File: src/hdl/gmf_pkg.sv
`default_nettype none
package gmf_pkg;

  localparam int unsigned MAX_WIDTH_DEF     = 1024;
  localparam int unsigned KERNEL_SIZE_DEF   = 3;
  localparam int unsigned LOG_FRAC_BITS_DEF = 12;

  // Configuration register indexes.
  localparam logic [1:0] CFG_IMAGE_WIDTH  = 2'd0;
  localparam logic [1:0] CFG_IMAGE_HEIGHT = 2'd1;
  localparam logic [1:0] CFG_GAIN         = 2'd2;
  localparam logic [1:0] CFG_LEVEL_OFFSET = 2'd3;

  localparam logic [10:0]       WIDTH_RST  = 11'd1024;
  localparam logic [12:0]       HEIGHT_RST = 13'd768;
  localparam logic [15:0]       GAIN_RST   = 16'd256;
  localparam logic signed [8:0] OFFSET_RST = 9'sd0;

  // Channel codes.
  localparam logic [1:0] CH_RED   = 2'd0;
  localparam logic [1:0] CH_GREEN = 2'd1;
  localparam logic [1:0] CH_BLUE  = 2'd2;

  localparam logic [3:0] LAST_TAP = 4'd8;

  typedef enum logic [3:0] {
    S_IDLE,
    S_WIN,
    S_SUM,
    S_DIV,
    S_MEAN,
    S_BS,
    S_LOGW,
    S_SCALE,
    S_CLAMP,
    S_OUT
  } gmf_state_e;

  typedef struct packed {
    logic       p_load;
    logic       rd_en;
    logic       wr_en;
    logic       win_upd;
    logic       top_up;
    logic       bot_mid;
    logic       nb_old;
    logic       nb_new;
    logic [1:0] left_idx;
    logic       acc_add;
    logic       acc_first;
    logic [3:0] k;
    logic [1:0] ch;
    logic       div_load;
    logic       mean_load;
    logic       log_start;
    logic       bs_upd;
    logic       scale_load;
    logic       res_load;
    logic       out_load;
    logic       out_fend;
  } gmf_cmd_t;

  typedef struct packed {
    logic zero;
    logic bs_more;
    logic log_done;
  } gmf_status_t;

  // Fixed-point log2 evaluated at elaboration to build the sample table.
  function automatic int unsigned log2_fixed_f(input int unsigned v, input int unsigned lfb);
    int unsigned       vv;
    int unsigned       e;
    int unsigned       frac;
    int unsigned       i;
    longint unsigned   x;
    vv = v & 32'h0000_FFFF;
    if (vv == 0) begin
      return 0;
    end
    e = 0;
    while (e < 15 && (vv >> (e + 1)) != 0) begin
      e = e + 1;
    end
    x = longint'(vv) << (30 - e);
    frac = 0;
    i = 0;
    while (i < lfb) begin
      x = (x * x) >> 30;
      frac = frac << 1;
      if (x >= 64'h0000_0000_8000_0000) begin
        x = x >> 1;
        frac = frac | 1;
      end
      i = i + 1;
    end
    return (e << lfb) | frac;
  endfunction

endpackage
`default_nettype wire

File: src/hdl/gmf_ctrl.sv
`default_nettype none
module gmf_ctrl #(
  parameter int unsigned MAX_WIDTH = gmf_pkg::MAX_WIDTH_DEF
) (
  input  wire logic                   clk_i,
  input  wire logic                   rst_ni,
  input  wire logic                   in_valid_i,
  output logic                        in_ready_o,
  output logic                        out_valid_o,
  input  wire logic                   out_ready_i,
  input  wire logic [10:0]            width_i,
  input  wire logic [12:0]            height_i,
  input  wire gmf_pkg::gmf_status_t   status_i,
  output gmf_pkg::gmf_cmd_t           cmd_o,
  output logic [$clog2(MAX_WIDTH)-1:0] addr_o
);
  localparam int unsigned AW = $clog2(MAX_WIDTH);

  gmf_pkg::gmf_state_e state_q, state_d;

  logic [AW-1:0] col_q, col_d, col_lat_q, col_lat_d;
  logic [13:0]   row_q, row_d;
  logic          top_up_q, top_up_d, bot_mid_q, bot_mid_d;
  logic          emit_new_q, emit_new_d, emit_any_q, emit_any_d;
  logic          fend_q, fend_d;
  logic [1:0]    ch_q, ch_d;
  logic [3:0]    k_q, k_d;
  logic          out_valid_q, out_valid_d;

  logic [12:0] weff, heff, col_next;
  logic        accept, flush, emit_old, emit_new, w_one;

  always_comb begin
    if (width_i == 11'd0) begin
      weff = 13'd1;
    end else if (13'(width_i) > 13'(MAX_WIDTH)) begin
      weff = 13'(MAX_WIDTH);
    end else begin
      weff = 13'(width_i);
    end
  end

  assign heff     = (height_i == 13'd0) ? 13'd1 : height_i;
  assign w_one    = (weff == 13'd1);
  assign col_next = 13'(col_q) + 13'd1;
  assign accept   = in_valid_i && in_ready_o;
  assign flush    = (row_q >= 14'(heff) + 14'd1);
  assign emit_old = flush || (col_q == '0 && row_q >= 14'd2);
  assign emit_new = !flush && (col_q != '0) && (row_q >= 14'd1);

  assign in_ready_o  = (state_q == gmf_pkg::S_IDLE);
  assign out_valid_o = out_valid_q;
  assign addr_o      = (state_q == gmf_pkg::S_IDLE) ? col_q : col_lat_q;

  always_comb begin
    state_d     = state_q;
    col_d       = col_q;
    row_d       = row_q;
    col_lat_d   = col_lat_q;
    top_up_d    = top_up_q;
    bot_mid_d   = bot_mid_q;
    emit_new_d  = emit_new_q;
    emit_any_d  = emit_any_q;
    fend_d      = fend_q;
    ch_d        = ch_q;
    k_d         = k_q;
    out_valid_d = out_valid_q && !out_ready_i;
    cmd_o       = '0;
    cmd_o.k     = k_q;
    cmd_o.ch    = ch_q;
    cmd_o.top_up   = top_up_q;
    cmd_o.bot_mid  = bot_mid_q;
    cmd_o.out_fend = fend_q;

    case (state_q)
      gmf_pkg::S_IDLE: begin
        cmd_o.left_idx = w_one ? 2'd2 : 2'd1;
        if (accept) begin
          cmd_o.p_load = 1'b1;
          cmd_o.nb_old = emit_old;
          col_lat_d    = col_q;
          top_up_d     = (row_q >= 14'd2);
          bot_mid_d    = (row_q >= 14'(heff));
          emit_new_d   = emit_new;
          emit_any_d   = emit_old || emit_new;
          fend_d       = flush;
          if (flush) begin
            col_d   = '0;
            row_d   = '0;
            state_d = gmf_pkg::S_SUM;
          end else begin
            cmd_o.rd_en = 1'b1;
            if (col_next >= weff) begin
              col_d = '0;
              row_d = row_q + 14'd1;
            end else begin
              col_d = AW'(col_next);
            end
            state_d = gmf_pkg::S_WIN;
          end
        end
      end
      gmf_pkg::S_WIN: begin
        cmd_o.win_upd  = 1'b1;
        cmd_o.wr_en    = !bot_mid_q;
        cmd_o.nb_new   = emit_new_q;
        cmd_o.left_idx = (col_lat_q == AW'(1)) ? 2'd1 : 2'd0;
        state_d        = emit_any_q ? gmf_pkg::S_SUM : gmf_pkg::S_IDLE;
      end
      gmf_pkg::S_SUM: begin
        cmd_o.acc_add   = 1'b1;
        cmd_o.acc_first = (k_q == 4'd0);
        if (k_q == gmf_pkg::LAST_TAP) begin
          k_d     = 4'd0;
          state_d = gmf_pkg::S_DIV;
        end else begin
          k_d = k_q + 4'd1;
        end
      end
      gmf_pkg::S_DIV: begin
        cmd_o.div_load = 1'b1;
        state_d        = gmf_pkg::S_MEAN;
      end
      gmf_pkg::S_MEAN: begin
        cmd_o.mean_load = 1'b1;
        state_d         = status_i.zero ? gmf_pkg::S_SCALE : gmf_pkg::S_BS;
      end
      gmf_pkg::S_BS: begin
        if (status_i.bs_more) begin
          cmd_o.log_start = 1'b1;
          state_d         = gmf_pkg::S_LOGW;
        end else begin
          state_d = gmf_pkg::S_SCALE;
        end
      end
      gmf_pkg::S_LOGW: begin
        if (status_i.log_done) begin
          cmd_o.bs_upd = 1'b1;
          state_d      = gmf_pkg::S_BS;
        end
      end
      gmf_pkg::S_SCALE: begin
        cmd_o.scale_load = 1'b1;
        state_d          = gmf_pkg::S_CLAMP;
      end
      gmf_pkg::S_CLAMP: begin
        cmd_o.res_load = 1'b1;
        if (ch_q == gmf_pkg::CH_BLUE) begin
          ch_d    = gmf_pkg::CH_RED;
          state_d = gmf_pkg::S_OUT;
        end else begin
          ch_d    = ch_q + 2'd1;
          state_d = gmf_pkg::S_SUM;
        end
      end
      gmf_pkg::S_OUT: begin
        if (!out_valid_q || out_ready_i) begin
          cmd_o.out_load = 1'b1;
          out_valid_d    = 1'b1;
          state_d        = gmf_pkg::S_IDLE;
        end
      end
      default: begin
        state_d = gmf_pkg::S_IDLE;
      end
    endcase
  end

  always_ff @(posedge clk_i or negedge rst_ni) begin
    if (!rst_ni) begin
      state_q     <= gmf_pkg::S_IDLE;
      col_q       <= '0;
      row_q       <= '0;
      ch_q        <= gmf_pkg::CH_RED;
      k_q         <= 4'd0;
      out_valid_q <= 1'b0;
      emit_new_q  <= 1'b0;
      emit_any_q  <= 1'b0;
    end else begin
      state_q     <= state_d;
      col_q       <= col_d;
      row_q       <= row_d;
      ch_q        <= ch_d;
      k_q         <= k_d;
      out_valid_q <= out_valid_d;
      emit_new_q  <= emit_new_d;
      emit_any_q  <= emit_any_d;
    end
  end

  always_ff @(posedge clk_i) begin
    col_lat_q <= col_lat_d;
    top_up_q  <= top_up_d;
    bot_mid_q <= bot_mid_d;
    fend_q    <= fend_d;
  end

endmodule
`default_nettype wire

File: config.mk
export PLATFORM = sky130hd
export DESIGN_NAME = gmf_ctrl
export DESIGN_NICKNAME = d
export VERILOG_FILES = /design/src/hdl/gmf_pkg.sv /design/src/hdl/gmf_ctrl.sv
export SDC_FILE = /design/constraint.sdc
export NUM_CORES = 1
export LEC_CHECK = 0
export BUFFER_PORTS_ARGS = -buffer_cell sky130_fd_sc_hd__clkbuf_2
export CAP_MARGIN = 20
export CORE_ASPECT_RATIO = 1.25
export CORE_MARGIN = 2
export CORE_UTILIZATION = 62
export CTS_CLUSTER_SIZE = 10
export DETAILED_ROUTE_END_ITERATION = 10
export GPL_TIMING_DRIVEN = 0
export PLACE_DENSITY = 0.88
export SLEW_MARGIN = 20
export SYNTH_ARGS = -nofsm -noshare
export SYNTH_HDL_FRONTEND = slang
export SYNTH_SLANG_ARGS = --single-unit
File: constraint.sdc
create_clock -name clk_i -period 8.2 [get_ports clk_i]
set_clock_uncertainty 0.2 [all_clocks]
set_input_delay 1.64 -clock clk_i [delete_from_list [all_inputs] [get_ports clk_i]]
set_output_delay 1.64 -clock clk_i [all_outputs]
set_load 0.05 [all_outputs]
# == Yosys cells after proc, flatten, opt, wreduce, memory -nomap -nowiden ==
# Cells that the tools add are included.
# totals
reg_bits,50
# classes
n_mux,43
n_addsub,5
n_eq_ne,17
reduce_logical,22
n_lt_le_gt_ge,6
# ops
op,count
4-bit one-hot mux with 10 select lines,1
10-bit 2-to-1 mux,3
14-bit 2-to-1 mux,2
13-bit 2-to-1 mux,2
4-bit 2-to-1 mux,6
1-bit 2-to-1 mux,18
2-bit 2-to-1 mux,9
4-bit by 3-bit equality test with 1-bit output (second input constant),4
13-bit by 1-bit adder with 14-bit output (second input constant),1
14-bit by 1-bit adder with 14-bit output (second input constant),1
14-bit by 1-bit >= comparator with 1-bit output (second input constant),1
14-bit by 13-bit >= comparator with 1-bit output,1
14-bit >= comparator,1
14-bit by 2-bit >= comparator with 1-bit output (second input constant),1
13-bit by 1-bit equality test with 1-bit output (second input constant),1
11-bit by 13-bit >= comparator with 1-bit output,1
13-bit zero test,1
4-bit equality test (second input constant),3
10-bit by 1-bit adder with 11-bit output (second input constant),1
11-bit greater-than comparator (second input constant),1
11-bit zero test,1
11-bit 2-to-1 mux,1
10-bit by 1-bit equality test with 1-bit output (second input constant),1
10-bit zero test,1
17 further kinds,30

# == Logic depth before layout (Yosys ltp) ==
# Gate-level depths: netlist (run 1).
# depth
word_depth,8
depth_mapped,14

# == Worst setup path after synthesis (run 1) ==
# OpenSTA, ideal clock, no wires.
# synth_timing
path_type,input-to-output
startpoint,input height_i[4]
endpoint,output cmd_o[24] in the netlist's numbering
path_stages,13
path_slack_ps,1442
arrival_ps,4918
required_ps,6360
path_cell_list,nor4_1 > a31o_2 > ha_1 > nand3_1 > nor4_1 > xnor2_1 > ha_1 > nand4_1 > nor2_1 > a2111oi_4 > nand2_4 > buf_6 > nor2_1
# synth_rtl
element,line_no,source
from (decl),gmf_ctrl.sv:12,"input wire logic [12:0] height_i,"
to (decl),gmf_ctrl.sv:14,"output gmf_pkg::gmf_cmd_t cmd_o,"

==> results of run 1 <==
## Yosys cell counts (all sizes together) (5+ instances only)
master and number:
nand2 55, ha 47, dfrtp 37, inv 31, nor2 29, nand3 23
o21ai 22, nor3 21, a21oi 20, xnor2 17, mux2 16, nor4 14
edfxtp 13, clkbuf 10, buf 9, a21o 8, nand4 8, nor2b 7
and3 6, nand2b 6, nor3b 5, xor2 5
## metal layers
layer / track usage / share of wire
met1: 0.3135 / 0.39
met2: 0.5351 / 0.53
met3: 0.03598 / 0.051
met4: 0.1324 / 0.034
met5: 0 / 0
## state kept, by name, indices dropped and copies added (netlist names), 2 cells and up
| name | count |
|---|---|
| row_q | 14 |
| col_q | 10 |
| state_q | 4 |
| k_q | 4 |
| ch_q | 2 |
| col_lat_q | 10 |
## power breakdown
group | leakage (nW) | total, mW | internal (mW) | switching, mW
Clock | 0.0683 | 0.206 | 0.122 | 0.0843
Sequential | 0.580 | 0.377 | 0.317 | 0.0601
Combinational | 1.55 | 0.721 | 0.228 | 0.494
Total | 2.19 | 1.30 | 0.666 | 0.638
## logic make-up (layout without fill, tap and decap cells)
| kind of cell | count (synthesis) | after routing | share of synthesized area |
|---|---|---|---|
| AOI/OAI and AO/OA | 83 | 83 | 0.1412 |
| DFF | 50 | 50 | 0.3188 |
| xor gates and xnor gates | 22 | 22 | 0.04667 |
| buffers and inverters | 51 | 127 | 0.05364 |
| adders and majority gates | 47 | 47 | 0.1424 |
| and+or+nand+nor | 189 | 189 | 0.2512 |
| muxes | 17 | 17 | 0.04606 |
## critical path, stage by stage
cell and delay [ns]:
clkbuf_2 0.12, nor4_1 0.35, a31o_2 0.25, ha_1 0.23, nand3_1 0.22, nor4_1 0.34, xnor2_1 0.17, ha_1 0.28
nand4_1 0.17, nor2_1 0.10, a2111oi_4 0.69, nand2_4 0.16, buf_6 0.19, a21oi_1 0.17, nor2_1 0.08, clkbuf_2 0.26
## cell type report
| cell class | count | area, µm² | share of cell area |
|---|---|---|---|
| Buffer | 19 | 101.3 | 0.02149 |
| Clock buffer | 5 | 68.82 | 0.01459 |
| Clock inverter | 3 | 68.82 | 0.01459 |
| Inverter | 32 | 120.1 | 0.02547 |
| Multi-Input combinational cell | 358 | 2591 | 0.5495 |
| Sequential cell | 50 | 1316 | 0.2791 |
| Tap cell | 87 | 108.9 | 0.02308 |
| Timing Repair Buffer | 68 | 340.3 | 0.07217 |
## per-stage QoR
stage          worst slack (ns)    util  power, mW
2_1_floorplan             1.442       -     0.9204
3_3_place_gp             0.9771  0.7018      1.064
3_5_place_dp             0.9149  0.7018      1.093
4_1_cts                  0.9034  0.7229      1.304
5_1_grt                  0.5538  0.7229      1.377
6_report                 0.9257  0.7229      1.304
## worst paths after layout
check,from,to
worst max-delay path,height_i[8],cmd_o[19]
worst min-delay path,col_q[5],col_lat_q[5]
worst max register to register,col_q[2],row_q[6]
max in group asynchronous,rst_ni,row_q[5]
min in group asynchronous,rst_ni,row_q[8]
worst min register to register,col_q[5],col_lat_q[5]
==> results by group, run 1 <==
Worst setup path
  • R2R cell count: 13
  • Max FO, Critical Path: 10
  • Crit end category: output port
  • Critical Path RT: 6.36 ns
  • R2R setup slack: 4.49 ns
  • Startpoint class of the critical path: input port
  • Worst EP arrival: 5.43 ns
  • Critical path type: input port to output port

Yosys
  • Synth cell types: 66
  • Asr flop ratio synth: 0.7400
  • Post-synthesis cell type with the largest combined area: dfrtp_1
  • Share of Yosys cell area claimed by the top area cell type: 0.2242
  • Syn avg cell area: 8.996 µm²
  • Top FF cell, synth: dfrtp_1
  • Post-synth EDFFs: 13
  • Synth Register Bits: 50
  • Synth warn: 0
  • Post-synthesis sequential area ratio: 0.3188
  • Syn Inst Count: 459
  • Syn nets: 537
  • Post-Syn Area: 0.004129 mm²
  • Top cells by area, synth: dfrtp_1 22%, ha_1 14%, edfxtp_1 9.5%

Detailed routing
  • ANT nets after route: 0
  • Starting DRT DRC Count: 281
  • Via density: 6.008
  • Pre-antenna DRT Iters: 5
  • Total number of vias: 3737
  • Wire length per cell: 16.15 µm
  • DRC viols: 0
  • Final WL: 10050 µm

Clock network
  • Clock-pin slew on the worst setup and hold paths: 0.08 ns
  • Clock sinks: 50
  • Root buf cell: clkbuf_8
  • Clk_lat worst skew: 0.31 ns
  • CTS Hold Bufs: 0
  • CTS tree: yes
  • Post-CTS resize count: 0
  • Post-CTS Setup Bufs: 0
  • TritonCTS Buffers: 5
  • H-tree depth: 2
  • Clk buf depth: 2

Layout
  • Synthesis-to-layout area growth: 14.21%
  • Diode count: 0
  • Fill cells: 516
  • Layout cell share with drive strength beyond 1: 0.2318
  • Commonest non-fill, non-tap cell in the layout: clkbuf_2
  • Post-route cell area: 0.004716 mm²
  • Commonest cells after routing, fill and taps aside: 68 x clkbuf_2, 53 x nand2_1, 47 x ha_1, 37 x dfrtp_1, 30 x inv_1
  • Finished Layout Cells: 622
  • Total Nets Final: 612

STA
  • Slew headroom: 0.3690
  • Worst slew pin tran: 0.9466 ns
  • Final count of negative-setup-slack endpoints: 0
  • Total Neg Setup Slack: 0 ns
  • F_max: 137.5 MHz
  • RSZ-0062 raised after global routing: no
  • Hold WS: 0.2615 ns
  • Hold Fails Final Rpt: 0
  • Max-slew violations: 0
  • Post-route clock period utilization: 0.8871
  • Crit path time final: 7.274 ns

Floorplan
  • CORE AREA: 0.006524 mm²
  • Die Wd: 76.99 µm
  • Row count: 33
  • Ports: 69
  • Die ar.: 0.007333 mm²
  • Die Y: 95.24 µm
  • Initial core utilization: 0.6329

Min path
  • Hold Path Class: register to register
  • Hold Crit Depth: 0

Status
  • Outcome: complete, no violations

Pwr
  • Power Density: 276.6 mW/mm²
  • Maximum VDD drop: 0.1753 mV
  • Leakage power: 2.194 nW

Place
  • Inst Count DP: 614
  • Count of input and output buffers: 68
  • Gp weighted congestion: 0.9127
  • Placement Cell Area: 0.004578 mm²
  • DP HPWL: 7716 µm

Global routing
  • Gr ovfl total: 0
  • First-pass GRT wire length: 16370 µm
  • Gr usage total: 0.2816
  • Largest net degree at the start of global routing: 38
  • Initial antenna violation count: 0
  • Vias in the first global route: 3589

Flow run
  • Max Cap Violations: 0
(Power assumes the default switching activity.)
==> inputs of run 2 (changes only) <==
Settings changed: PLACE_DENSITY 0.88 to 0.87, SKIP_LAST_GASP from default to 1.
==> results by group, run 2 (synthesis results as in run 1) <==
Min path
  • Hold_sp: col_q[5] (unchanged)
  • Hold Crit Depth: 0 (unchanged)
  • Hold Path Class: register to register (unchanged)
  • Worst Hold Endpoint: col_lat_q[5] (unchanged)

STA
  • Slew headroom: 0.3306 (was 0.3690)
  • Hold Fails Final Rpt: 0 (unchanged)
  • Final count of negative-setup-slack endpoints: 0 (unchanged)
  • Worst slew pin tran: 1.004 ns (was 0.9466 ns)
  • Post-route clock period utilization: 0.8911 (was 0.8871)
  • Crit path time final: 7.307 ns (was 7.274 ns)
  • Total Neg Setup Slack: 0 ns (unchanged)
  • Max-slew violations: 0 (unchanged)
  • RSZ-0062 raised after global routing: no (unchanged)
  • F_max: 136.9 MHz (was 137.5 MHz)

Worst setup path
  • Max FO, Critical Path: 10 (unchanged)
  • Max stage delay on crit path: 0.70 ns (was 0.69 ns)
  • Startpoint class of the critical path: input port (unchanged)
  • Critical path type: input port to output port (unchanged)
  • RR Endpoint: col_q[0] (was row_q[6])
  • Crit. Startpoint: height_i[8] (unchanged)
  • Worst path slowest cell: a2111oi_4 (unchanged)
  • Critical-path cell list: clkbuf_2 > nor4_1 > a31o_2 > ha_1 > nand3_1 > nor4_1 > xnor2_1 > ha_1 > nand4_1 > nor2_1 > a2111oi_4 > nand2_4 > buf_6 > a21oi_1 > nor2_1 > clkbuf_2 (unchanged)
  • Crit path max-delay family: simple AND/OR/NAND/NOR gates (unchanged)
  • Crit end category: output port (unchanged)
  • Worst EP arrival: 5.47 ns (was 5.43 ns)
  • R2R cell count: 12 (was 13)
  • Worst r2r src: col_q[2] (unchanged)
  • Critical Path RT: 6.36 ns (about the same)
  • R2R setup slack: 4.47 ns (was 4.49 ns)
  • WP buf/inv: 3 (unchanged)

Place
  • DP HPWL: 7689 µm (was 7716 µm)
  • Count of input and output buffers: 68 (unchanged)
  • Gp weighted congestion: 0.9200 (was 0.9127)
  • Inst Count DP: 614 (unchanged)

Layout
  • Layout cell share with drive strength beyond 1: 0.2318 (unchanged)
  • Max FFs per register: 14 (unchanged)
  • Top flop regs: row_q: 14 flops, col_lat_q: 10 flops, col_q: 10 flops (unchanged)
  • Diode count: 0 (unchanged)
  • Finished Layout Cells: 622 (unchanged)
  • Total Nets Final: 612 (unchanged)
  • Most flop-heavy register: row_q (unchanged)
  • Register area: 0.001316 mm² (unchanged)
  • Fill cells: 536 (was 516)
  • Multi-input logic area: 0.002591 mm² (unchanged)
  • Commonest cells after routing, fill and taps aside: 68 x clkbuf_2, 53 x nand2_1, 47 x ha_1, 37 x dfrtp_1, 30 x inv_1 (unchanged)
  • Commonest non-fill, non-tap cell in the layout: clkbuf_2 (unchanged)
  • Synthesis-to-layout area growth: 13.52% (was 14.21%)

Floorplan
  • CORE AREA: 0.006524 mm² (unchanged)
  • Die Y: 95.24 µm (unchanged)
  • Initial core utilization: 0.6329 (unchanged)
  • Row count: 33 (unchanged)
  • Die ar.: 0.007333 mm² (unchanged)
  • Die Wd: 76.99 µm (unchanged)
  • Ports: 69 (unchanged)

Clock network
  • Clk buf depth: 2 (unchanged)
  • Post-CTS resize count: 0 (unchanged)
  • CTS Hold Bufs: 0 (unchanged)
  • Root buf cell: clkbuf_8 (unchanged)
  • H-tree depth: 2 (unchanged)
  • TritonCTS Buffers: 5 (unchanged)
  • Clock-pin slew on the worst setup and hold paths: 0.08 ns (about the same)
  • Clk_lat worst skew: 0.31 ns (about the same)
  • CTS tree: yes (unchanged)
  • Clock sinks: 50 (unchanged)
  • Post-CTS Setup Bufs: 0 (unchanged)

Detailed routing
  • Wire length per cell: 16.01 µm (was 16.15 µm)
  • Via density: 5.958 (was 6.008)
  • Pre-antenna DRT Iters: 5 (unchanged)
  • Starting DRT DRC Count: 288 (was 281)
  • Final WL: 9957 µm (was 10050 µm)
  • Total number of vias: 3706 (was 3737)
  • ANT nets after route: 0 (unchanged)
  • DRC viols: 0 (unchanged)

Pwr
  • Leakage power: 2.184 nW (was 2.194 nW)
  • Power Density: 270.6 mW/mm² (was 276.6 mW/mm²)
  • Maximum VDD drop: 0.1638 mV (was 0.1753 mV)

Global routing
  • Largest net degree at the start of global routing: 38 (unchanged)
  • Initial antenna violation count: 0 (unchanged)
  • Vias in the first global route: 3629 (was 3589)
  • Gr ovfl total: 0 (unchanged)
  • Gr usage total: 0.2828 (was 0.2816)
  • First-pass GRT wire length: 16420 µm (was 16370 µm)

Status
  • Outcome: complete, no violations (unchanged)

Flow run
  • Max Cap Violations: 0 (unchanged)
[run 2: cell types whose count changed in the layout (fill, tap and decap cells not counted), sizes merged]
cell	before	now
bufinv	2	1
clkinv	2	3
[run 2: layout make-up]
class / instances / share of cell area
multi-input combinational: 358 / 0.5529
inverter: 32 / 0.02563
clock buffer: 5 / 0.01468
timing repair buffer: 68 / 0.07261
sequential: 50 / 0.2808
clock inverter: 3 / 0.008542
tap: 87 / 0.02322
buffer: 19 / 0.02162
[run 2: per-layer routing]
metal,wire [µm],up-vias,track usage
met3,386,19,0.03788
li1,-,1800,-
met5,0,-,0
met2,5392,114,0.5439
met1,3949,1773,0.3218
met4,228,0,0.09970
[run 2: worst max path at each step]
stage	slack, ns	endpoint	cells after the start
detailed placement	0.87	cmd_o[19]	16
global route	0.69	cmd_o[19]	16
global placement	0.95	cmd_o[19]	16
finish	0.89	cmd_o[19]	16
CTS	0.86	cmd_o[19]	16
floorplan	1.44	cmd_o[24]	13
[run 2: metrics by stage]
step / utilization / setup WS (ns) / area (µm²) / power (mW) / hold WS (ns)
3_5_place_dp: 0.7018 / 0.8689 / 4578 / 1.090 / 0.2339
5_1_grt: 0.7185 / 0.6924 / 4687 / 1.345 / 0.2570
3_3_place_gp: 0.7018 / 0.9502 / 4578 / 1.065 / 0.2247
2_1_floorplan: - / 1.442 / 4129 / 0.9204 / 0.2231
6_report: 0.7185 / 0.8928 / 4687 / 1.268 / 0.2551
4_1_cts: 0.7185 / 0.8597 / 4687 / 1.267 / 0.2537
[run 2: power by group]
| group | switching [mW] | leakage, nW | internal [mW] |
|---|---|---|---|
| Sequential | 0.0599 | 0.580 | 0.317 |
| Clock | 0.0837 | 0.0579 | 0.0899 |
| Combinational | 0.490 | 1.55 | 0.229 |
| Total | 0.633 | 2.18 | 0.635 |
==> inputs of run 3 (changes only) <==
Settings changed: CELL_PAD_IN_SITES_DETAIL_PLACEMENT from default to 0, CELL_PAD_IN_SITES_GLOBAL_PLACEMENT from default to 1, CORE_UTILIZATION 62 to 47, PLACE_DENSITY 0.87 to default, PLACE_DENSITY_LB_ADDON from default to 0.1.
==> results by group, run 3 (synthesis results as in run 1) <==
Status
  • Outcome: complete, no violations (unchanged)

Detailed routing
  • Total number of vias: 3600 (was 3706)
  • Starting DRT DRC Count: 102 (was 288)
  • Wire length per cell: 15.18 µm (was 16.01 µm)
  • Pre-antenna DRT Iters: 4 (was 5)
  • DRC viols: 0 (unchanged)
  • ANT nets after route: 0 (unchanged)
  • Final WL: 9946 µm (was 9957 µm)
  • Via density: 5.496 (was 5.958)

Floorplan
  • Initial core utilization: 0.4798 (was 0.6329)
  • Ports: 69 (unchanged)
  • Die Y: 108.8 µm (was 95.24 µm)
  • Die ar.: 0.009556 mm² (was 0.007333 mm²)
  • Die Wd: 87.84 µm (was 76.99 µm)
  • CORE AREA: 0.008606 mm² (was 0.006524 mm²)
  • Row count: 38 (was 33)

STA
  • Crit path time final: 7.320 ns (was 7.307 ns)
  • Final count of negative-setup-slack endpoints: 0 (unchanged)
  • Post-route clock period utilization: 0.8926 (was 0.8911)
  • Hold Fails Final Rpt: 0 (unchanged)
  • Total Neg Setup Slack: 0 ns (unchanged)
  • F_max: 136.6 MHz (was 136.9 MHz)
  • Max-slew violations: 0 (unchanged)
  • Worst slew pin tran: 0.8767 ns (was 1.004 ns)
  • Slew headroom: 0.4155 (was 0.3306)
  • RSZ-0062 raised after global routing: no (unchanged)

Global routing
  • Vias in the first global route: 3459 (was 3629)
  • Largest net degree at the start of global routing: 38 (unchanged)
  • Gr usage total: 0.2196 (was 0.2828)
  • Initial antenna violation count: 0 (unchanged)
  • First-pass GRT wire length: 16500 µm (was 16420 µm)
  • Gr ovfl total: 0 (unchanged)

Clock network
  • TritonCTS Buffers: 5 (unchanged)
  • Post-CTS resize count: 0 (unchanged)
  • Clock-pin slew on the worst setup and hold paths: 0.09 ns (was 0.08 ns)
  • Clk_lat worst skew: 0.31 ns (about the same)
  • Clk buf depth: 2 (unchanged)
  • H-tree depth: 2 (unchanged)
  • Clock sinks: 50 (unchanged)
  • Root buf cell: clkbuf_8 (unchanged)
  • CTS Hold Bufs: 0 (unchanged)
  • CTS tree: yes (unchanged)
  • Post-CTS Setup Bufs: 0 (unchanged)

Pwr
  • Combinational Power Share: 0.560 (was 0.566)
  • Seq pwr share: 0.298 (was 0.297)
  • Psw: 0.6245 mW (was 0.6332 mW)
  • Sw Share: 0.4961 (was 0.4992)
  • Internal power: 0.6342 mW (was 0.6352 mW)
  • Share of total power in the clock network: 0.142 (was 0.137)
  • Leakage power: 2.176 nW (was 2.184 nW)
  • Power Density: 265.9 mW/mm² (was 270.6 mW/mm²)
  • Total Power: 1.259 mW (was 1.268 mW)
  • Maximum VDD drop: 0.1083 mV (was 0.1638 mV)

Layout
  • Layout cell share with drive strength beyond 1: 0.2318 (unchanged)
  • Commonest non-fill, non-tap cell in the layout: clkbuf_2 (unchanged)
  • Diode count: 0 (unchanged)
  • Synthesis-to-layout area growth: 14.64% (was 13.52%)
  • Total Nets Final: 612 (unchanged)
  • Top flop regs: row_q: 14 flops, col_lat_q: 10 flops, col_q: 10 flops (unchanged)
  • Most flop-heavy register: row_q (unchanged)
  • Commonest cells after routing, fill and taps aside: 67 x clkbuf_2, 53 x nand2_1, 47 x ha_1, 37 x dfrtp_1, 30 x inv_1 (was 68 x clkbuf_2, 53 x nand2_1, 47 x ha_1, 37 x dfrtp_1, 30 x inv_1)
  • Max FFs per register: 14 (unchanged)

Worst setup path
  • Crit end category: output port (unchanged)
  • R2R cell count: 13 (was 12)
  • Critical path type: input port to output port (unchanged)
  • Max FO, Critical Path: 10 (unchanged)
  • Critical Path RT: 6.36 ns (about the same)
  • Worst EP arrival: 5.48 ns (was 5.47 ns)
  • Startpoint class of the critical path: input port (unchanged)

Min path
  • Hold Crit Depth: 0 (unchanged)
  • Hold Path Class: register to register (unchanged)

Place
  • Gp weighted congestion: 0.8863 (was 0.9200)
  • DP HPWL: 7996 µm (was 7689 µm)
  • Count of input and output buffers: 68 (unchanged)

Flow run
  • Max Cap Violations: 0 (unchanged)
-- run 3: changes by cell type in the layout (fill, tap and decap cells not counted) --
cell and change:
clkbuf_2 -1, buf_2 +1, clkinv_2 -2, clkinvlp_4 +2
-- run 3: layout make-up --
type                       instances  area [µm²]
fill                             806        3872
clock buffer                       5       68.82
buffer                            19       101.3
inverter                          32       120.1
tap                              120       150.1
timing repair buffer              68       340.3
multi-input combinational        358        2591
clock inverter                     3       45.04
sequential                        50        1316
-- run 3: per-layer routing --
metal  GRT usage  up-vias  wire length, µm
li1            -     1807                -
met1      0.2551     1693             4163
met2      0.4080       85             5252
met3     0.02347       15              300
met4     0.08242        0              229
met5           0        -                0
-- run 3: power groups by stage --
stage | combinational (mW) | clock, mW | sequential, mW
finish | 0.704 | 0.179 | 0.375
global route | 0.773 | 0.193 | 0.384
CTS | 0.713 | 0.182 | 0.376
detailed placement | 0.711 | 0 | 0.381
global placement | 0.703 | 0 | 0.378
floorplan | 0.506 | 0 | 0.414
-- run 3: path summary, 6_finish.rpt --
kind	to	slack, ns	start
max	cmd_o[19]	0.88	height_i[8]
min	col_lat_q[6]	0.25	col_q[6]
max reg2reg	row_q[6]	4.57	col_q[2]
min reg2reg	col_lat_q[6]	0.25	col_q[6]
max in group asynchronous	out_valid_o	6.01	rst_ni
min in group asynchronous	row_q[12]	1.24	rst_ni
-- run 3: critical path, stage by stage --
cell	delay, ns
clkbuf_2	0.12
nor4_1	0.42
a31o_2	0.26
ha_1	0.22
nand3_1	0.20
nor4_1	0.36
xnor2_1	0.17
ha_1	0.27
nand4_1	0.17
nor2_1	0.10
a2111oi_4	0.70
nand2_4	0.17
buf_6	0.19
a21oi_1	0.16
nor2_1	0.07
clkbuf_2	0.26
-- run 3: metrics by stage --
step | instances | cell area, µm² | util | hold WS (ns) | worst slack (ns)
floorplan | 459 | 4129 | - | 0.2231 | 1.442
finish | 655 | 4733 | 0.5500 | 0.2520 | 0.8804
detailed placement | 647 | 4619 | 0.5368 | 0.2310 | 0.7862
global placement | 647 | 4619 | 0.5368 | 0.2269 | 0.8325
global route | 655 | 4733 | 0.5500 | 0.2768 | 0.5477
CTS | 655 | 4733 | 0.5500 | 0.2521 | 0.7872
